==> config.mk <==
export PLATFORM = sky130hd
export DESIGN_NAME = lpps_div
export DESIGN_NICKNAME = d
export VERILOG_FILES = /design/src/assert_macros.svh /design/src/lpps_div.sv
export SDC_FILE = /design/constraint.sdc
export NUM_CORES = 1
export LEC_CHECK = 0
export BUFFER_PORTS_ARGS = -buffer_cell sky130_fd_sc_hd__clkbuf_2
export CAP_MARGIN = 20
export CORE_ASPECT_RATIO = 0.5
export CORE_MARGIN = 2
export CORE_UTILIZATION = 45
export CTS_CLUSTER_SIZE = 12
export DETAILED_ROUTE_END_ITERATION = 10
export PLACE_DENSITY = 0.75
export SYNTH_ARGS = -nofsm -noshare
export SYNTH_HDL_FRONTEND = slang
export SYNTH_SLANG_ARGS = --single-unit
==> constraint.sdc <==
create_clock -name clk_i -period 2.45 [get_ports clk_i]
set_input_delay 0.735 -clock clk_i [delete_from_list [all_inputs] [get_ports clk_i]]
set_output_delay 0.735 -clock clk_i [all_outputs]
set_load 0.05 [all_outputs]
==> src/assert_macros.svh <==
// assertion macros used by the loop period statistics rtl
// depends on nothing; wrap concurrent assertions on a clock and active-low reset
`ifndef ASSERT_MACROS_SVH
`define ASSERT_MACROS_SVH

// same-cycle implication
`define ASSERT_IMPLY(label, clk, rst_n, ante, cons, msg) \
  label: assert property (@(posedge clk) disable iff (!rst_n) (ante) |-> (cons)) \
    else $error(msg);

// next-cycle implication
`define ASSERT_NEXT(label, clk, rst_n, ante, cons, msg) \
  label: assert property (@(posedge clk) disable iff (!rst_n) (ante) |=> (cons)) \
    else $error(msg);

`endif

==> src/lpps_div.sv <==
// restoring divider, one quotient bit per cycle
// no dependencies; started by a one-cycle pulse, done pulses with the quotient
module lpps_div #(
  parameter int unsigned DW = 46,
  parameter int unsigned VW = 10
) (
  input  logic          clk_i,
  input  logic          rst_ni,
  input  logic          start_i,
  input  logic [DW-1:0] dividend_i,
  input  logic [VW-1:0] divisor_i,
  output logic          done_o,
  output logic [DW-1:0] quotient_o
);

  localparam int unsigned CW = $clog2(DW + 1);

  logic [DW-1:0] quo_q;
  logic [VW-1:0] rem_q;
  logic [VW-1:0] dvs_q;
  logic [CW-1:0] cnt_q;
  logic          run_q;
  logic          done_q;

  logic [VW:0]   rem_shift;
  logic [VW:0]   rem_diff;
  logic          take;
  logic [VW-1:0] rem_next;

  always_comb begin
    rem_shift = {rem_q, quo_q[DW-1]};
    rem_diff  = rem_shift - {1'b0, dvs_q};
    take      = (rem_shift >= {1'b0, dvs_q});
    rem_next  = take ? rem_diff[VW-1:0] : rem_shift[VW-1:0];
  end

  always_ff @(posedge clk_i or negedge rst_ni) begin
    if (!rst_ni) begin
      quo_q  <= '0;
      rem_q  <= '0;
      dvs_q  <= '0;
      cnt_q  <= '0;
      run_q  <= 1'b0;
      done_q <= 1'b0;
    end else begin
      done_q <= 1'b0;
      if (start_i) begin
        quo_q <= dividend_i;
        rem_q <= '0;
        dvs_q <= divisor_i;
        cnt_q <= CW'(DW);
        run_q <= 1'b1;
      end else if (run_q) begin
        rem_q <= rem_next;
        quo_q <= {quo_q[DW-2:0], take};
        cnt_q <= cnt_q - 1'b1;
        if (cnt_q == CW'(1)) begin
          run_q  <= 1'b0;
          done_q <= 1'b1;
        end
      end
    end
  end

  assign done_o     = done_q;
  assign quotient_o = quo_q;

endmodule

==> out/metrics.cfg, run 1 <==
[clocking]
numCtsBuffers = 9
ctsLongestPathBuffers = 2
clk_pin_slew_worst_paths_ps = 60
clkSinkCount = 74
worstSkewPairLatency_ps = 330
htree_levels = 3
cts_tree = built
clockRootBuffer = clkbuf_16

[critical_path]
arrival_ps = 2530
crit_type = register to register
cp_slowest_cell = ha_1
crit_fanout = 6
r2r_slack_ps = 130
critical_path_required_ps = 2670
crit_path_start_kind = register
path_cells = ha_1 -> o211ai_2 -> a21oi_4 -> o2111ai_4 -> a41oi_4 -> mux2_2 -> a22o_1
end_kind = register
critPathMaxStageDelay_ps = 410

[floorplanning]
die_w_um = 134
core-area_mm2 = 0.00809
start_util_pct = 47.0
die_y_um = 69.0
ioPinCount = 106
die_area_mm2 = 0.00923
rows = 23

[layout]
drive_above_1_share_pct = 28.1
area_delta_synth_final_pct = 25.9
final_nets = 551
insertedDiodeCount = 0
final_core_util_pct = 59.1

[route]
vias = 3029
drtAntennaViolNets = 0
routed_wl_um = 8450
wire_per_inst_um = 14.2
dr.pass1.iters = 4
drt_iter0_markers = 209
drc = 0
via_per_inst = 5.08

[timing]
rsz0062_at_grt = false
slew_viol_final = 0
finalSetupTns_ps = 0
slew_headroom_pct = 63.2
finalHoldViolations = 0
period_share_pct = 94.6
timing.fmax_mhz = 432
layout_min_cycle_time_ps = 2320
finalClockSkew_ps = 4.15
setup_viol = 0
tightest_slew_ps = 544

[placed_design]
portBuffers = 105
dp_hpwl_um = 5970
gp_congestion = 0.860

[power_and_ir_drop]
p_leak_nw = 2.63
ir_worst_vdd_v = 0.000476
p_per_area_mw_per_mm2 = 904
finalPower_mw = 4.32

[grt]
grt_first_pass_wirelength_um = 13400
grt_overflow = 0
grt_usage_pct = 18.9
grt_antenna_before_repair = 0
grt_pass1_vias = 2748
grt_max_degree = 69

[logic_synthesis]
synth.most_common_cell = dfrtp_1
async_flop_share_pct = 100
synth_area_leaders = dfrtp_1 (49%), mux2i_1 (13%), o21ai_0 (7.6%)
synth_area_mm2 = 0.00380
yosysTopAreaCellShare_pct = 48.8
ys_seq_area_share_pct = 48.8
syn_inst = 378
synth.avg_cell_area_um2 = 10.0
yosys.area.top_type = dfrtp_1
postSynth.topFlopCell = dfrtp_1
yosys.cell_types.count = 40
synth_nets = 450
synth_common_cells = dfrtp_1 (74), nand2_1 (60), o21ai_0 (58), mux2i_1 (51), nor2_1 (19)
synth_seq_cells = 74
synth_edf_count = 0
yosys_warnings = 0

[min_path]
hold_class = input port to asynchronous set/reset pin

[flow_run]
cap_violations = 0

[status]
outcome = finished clean

==> metrics by stage <==
stage	area (um^2)	hold WS, ps	instances	setup WS [ps]
4_1_cts	4770	373	594	114
3_3_place_gp	4450	512	578	174
2_1_floorplan	3800	439	378	115
5_1_grt	4780	400	596	38.4
6_report	4780	366	596	133
3_5_place_dp	4450	521	578	121
==> layout by cell type, fill, tap and decap left out, drive strengths merged, types with 2 or more instances in the layout <==
master,count
xnor2,6
nand3,2
ha,12
dfrtp,74
xor2,4
clkbuf,118
nor4,2
a31oi,2
mux2i,51
nand2,60
nand4,2
and3,2
nor2,19
o211ai,2
a21o,3
nand2b,6
nor3,3
a211oi,7
buf,10
mux2,3
inv,14
nor3b,2
o21ai,58
a21oi,10
and4b,2
==> layout make-up <==
class / count / area [um^2]
Fill cell: 707 / 3310
Sequential cell: 74 / 1860
Multi-Input combinational cell: 267 / 1800
Timing Repair Buffer: 113 / 616
Clock buffer: 15 / 288
Tap cell: 112 / 140
Inverter: 14 / 52.6
Clock inverter: 1 / 30.0
==> registers in the layout (all words and copies together) (netlist names) <==
signal      flops
quotient_o     46
run_q           1
done_o          1
dvs_q          10
rem_q          10
cnt_q           6
==> report_power, final <==
group          switching (mW)  leakage [nW]  internal [mW]
Combinational           0.870          1.58          0.566
Clock                   0.478         0.156          0.900
Sequential              0.129         0.903           1.38
Total                    1.48          2.63           2.85
==> critical path: cells and delay by family, from the launching register on <==
| kind | cells | cell delay [ps] |
|---|---|---|
| mux | 1 | 370 |
| flops | 1 | 400 |
| fa+ha+maj | 1 | 410 |
| compound gates | 5 | 1020 |
==> worst paths after layout <==
path                            cells past startpoint             end      from
worst max-delay path                                7        rem_q[2]  rem_q[3]
min in group clk_i                                  2        dvs_q[9]  dvs_q[9]
worst min-delay path                                1  quotient_o[17]    rst_ni
worst max register to register                      7        rem_q[2]  rem_q[3]
worst min register to register                      2        dvs_q[9]  dvs_q[9]
max in group asynchronous                           2        dvs_q[3]    rst_ni
==> per-layer routing <==
metal	up-vias	part of all wire, %	global-route usage [%]
met5	-	0	0
met4	0	1.6	6.91
met3	12	4.2	5.70
met2	58	48	29.7
met1	1444	46	25.3
li1	1515	-	-
==> cell families (layout without fill, tap and decap cells) <==
kind of cell / after synthesis / in the layout / share of synthesized area, %
and+or+nand+nor: 103 / 103 / 11.9
AOI/OAI and AO/OA: 87 / 87 / 14.3
DFF: 74 / 74 / 48.8
muxes: 54 / 54 / 14.3
buffers and inverters: 37 / 143 / 3.85
adders and majority gates: 13 / 13 / 4.48
xor gates and xnor gates: 10 / 10 / 2.31
==> timing repair <==
action	CTS	global route
resized for setup	0	0
setup buffers	0	2
hold buffers	0	0
setup endpoints to repair	0	2
No activity file was read; power rests on OpenSTA's default activity.
==> inputs of run 2 (changes only) <==
--- a/config.mk
+++ b/config.mk
@@ -5,14 +5,16 @@
 export SDC_FILE = /design/constraint.sdc
 export NUM_CORES = 1
 export LEC_CHECK = 0
+export ABC_CLOCK_PERIOD_IN_PS = 2450
 export BUFFER_PORTS_ARGS = -buffer_cell sky130_fd_sc_hd__clkbuf_2
 export CAP_MARGIN = 20
-export CORE_ASPECT_RATIO = 0.5
+export CORE_ASPECT_RATIO = 1.25
 export CORE_MARGIN = 2
 export CORE_UTILIZATION = 45
 export CTS_CLUSTER_SIZE = 12
 export DETAILED_ROUTE_END_ITERATION = 10
 export PLACE_DENSITY = 0.75
+export REMOVE_ABC_BUFFERS = 1
 export SYNTH_ARGS = -nofsm -noshare
 export SYNTH_HDL_FRONTEND = slang
 export SYNTH_SLANG_ARGS = --single-unit
==> run 2 against run 1 <==
Wire length fell by 6.5%. Cell count down 2.2%. Cell area decreased by 2.1%. Clock-buffer cell count is 6 lower. Clock skew grew 4.9 ps. First-iteration DRC count fell by 26%.
==> out/metrics.cfg, run 2 (synthesis gave the netlist of run 1 again) <==
[status]
outcome = finished clean

[timing]
setup_viol = 0  ; unchanged
finalHoldViolations = 0  ; unchanged
slew_headroom_pct = 60.2  ; -3.1 points
period_share_pct = 95.1  ; +0.55 points
timing.fmax_mhz = 429  ; -0.57%
layout_min_cycle_time_ps = 2330  ; +13.4 ps
finalClockSkew_ps = 9.02  ; +4.87 ps
slew_viol_final = 0  ; unchanged
tightest_slew_ps = 589  ; +45.3 ps
finalSetupTns_ps = 0  ; unchanged

[critical_path]
arrival_ps = 2590  ; +60 ps
end_kind = register
critPathMaxStageDelay_ps = 410  ; about the same
critical_path_required_ps = 2720  ; +50 ps
crit_type = register to register
crit_fanout = 6  ; unchanged
cp_slowest_cell = dfrtp_1
path_cells = ha_2 -> o211ai_2 -> a21oi_4 -> o2111ai_4 -> a41oi_4 -> mux2_1 -> a211oi_1
crit_path_start_kind = register

[clocking]
clkSinkCount = 74  ; unchanged
clockRootBuffer = clkbuf_8
numCtsBuffers = 9  ; unchanged
worstSkewPairLatency_ps = 360  ; +30 ps
htree_levels = 3  ; unchanged
ctsLongestPathBuffers = 2  ; unchanged
cts_tree = built
clk_pin_slew_worst_paths_ps = 90  ; +30 ps

[power_and_ir_drop]
p_per_area_mw_per_mm2 = 858  ; -5.2%
ir_worst_vdd_v = 0.000380  ; -20%
finalPower_mw = 4.01  ; -7.2%
p_leak_nw = 2.58  ; -2.2%

[layout]
insertedDiodeCount = 0  ; unchanged
final_nets = 553  ; +0.36%
design_area_mm2 = 0.00468  ; -2.1%
layout.cells.non_filler = 583  ; -2.2%
multi_input_area_mm2 = 0.00183  ; +1.7%
fillCellCount = 751  ; +6.2%
drive_above_1_share_pct = 29.6  ; +1.5 points
seq_area_mm2 = 0.00186  ; unchanged
layout.cells.most_common_list = clkbuf_2 (104), dfrtp_1 (73), nand2_1 (60), o21ai_0 (58), mux2i_1 (51)
mostFrequentLayoutCell = clkbuf_2
final_core_util_pct = 57.1  ; -2.0 points
area_delta_synth_final_pct = 23.3
largest_register_ffs = 46  ; unchanged

[grt]
grt_max_degree = 67  ; -2.9%
grt_overflow = 0  ; unchanged
grt_pass1_vias = 3118  ; +13%
grt_antenna_before_repair = 0  ; unchanged
grt_usage_pct = 18.4  ; -0.50 points
grt_first_pass_wirelength_um = 13600  ; +1.5%

[route]
drc = 0  ; unchanged
drtAntennaViolNets = 0  ; unchanged
dr.pass1.iters = 5  ; +1
drt_iter0_markers = 155  ; -26%
routed_wl_um = 7900  ; -6.5%
wire_per_inst_um = 13.5  ; -4.4%
vias = 3053  ; +0.79%
via_per_inst = 5.24  ; +3.0%

[floorplanning]
die_area_mm2 = 0.00919  ; -0.43%
start_util_pct = 46.3  ; -0.62 points
die_y_um = 107  ; +55%
ioPinCount = 106  ; unchanged
die_w_um = 86.2  ; -36%
rows = 37  ; +61%
core-area_mm2 = 0.00819  ; +1.3%

[placed_design]
portBuffers = 105  ; unchanged
dp_hpwl_um = 5660  ; -5.3%
placed_cell_area_mm2 = 0.00442  ; -0.53%
dp_cells = 564  ; -2.4%
gp_congestion = 0.931  ; +8.2%

[flow_run]
cap_violations = 0  ; unchanged

[min_path]
hold_class = input port to asynchronous set/reset pin

## run 2: worst paths after layout
kind                               start              to  slack (ps)  depth (start not counted)
worst max-delay path            rem_q[2]        rem_q[0]         120                          7
worst min-delay path              rst_ni  quotient_o[42]         330                          1
worst max register to register  rem_q[2]        rem_q[0]         120                          7
worst min register to register  dvs_q[9]        dvs_q[9]         530                          2
max in group asynchronous         rst_ni   quotient_o[2]        1440                          2
min in group clk_i              dvs_q[9]        dvs_q[9]         530                          2
## run 2: through the flow
step / hold WS, ps / worst slack [ps]
floorplan: 439 / -424
global placement: 512 / 138
detailed placement: 522 / 42.1
CTS: 347 / 24.9
global route: 364 / -20.7
finish: 330 / 120
## run 2: power breakdown
group,switching [mW],internal (mW)
clock network,0.517,0.488
registers,0.141,1.38
logic,0.885,0.607
## run 2: timing repair
action | in CTS | in global routing
resized for setup | 0 | 6
buffers inserted | 0 | 3
hold buffers | 0 | 0
endpoints found under the setup margin | 0 | 6
## run 2: metal layers
| layer | vias to the layer above | track usage (%) | share of wire, % |
|---|---|---|---|
| li1 | 1511 | - | - |
| met1 | 1440 | 22.8 | 44 |
| met2 | 90 | 31.2 | 49 |
| met3 | 12 | 3.31 | 5.2 |
| met4 | 0 | 8.39 | 1.9 |
| met5 | - | 0 | 0 |
## run 2: layout make-up
cell class                      count  share of cell area, %
Multi-Input combinational cell    267                   39.1
Tap cell                           97                   2.59
Timing Repair Buffer              115                   13.2
Clock buffer                        9                   2.65
Sequential cell                    74                   39.6
Clock inverter                      7                   1.76
Inverter                           14                   1.12
## run 2: worst max-delay path: cells and delay by family (launching register included)
| kind | cells | cell delay [ps] |
|---|---|---|
| compound gates | 5 | 1070 |
| flops | 1 | 410 |
| fa+ha+maj | 1 | 390 |
| mux | 1 | 370 |
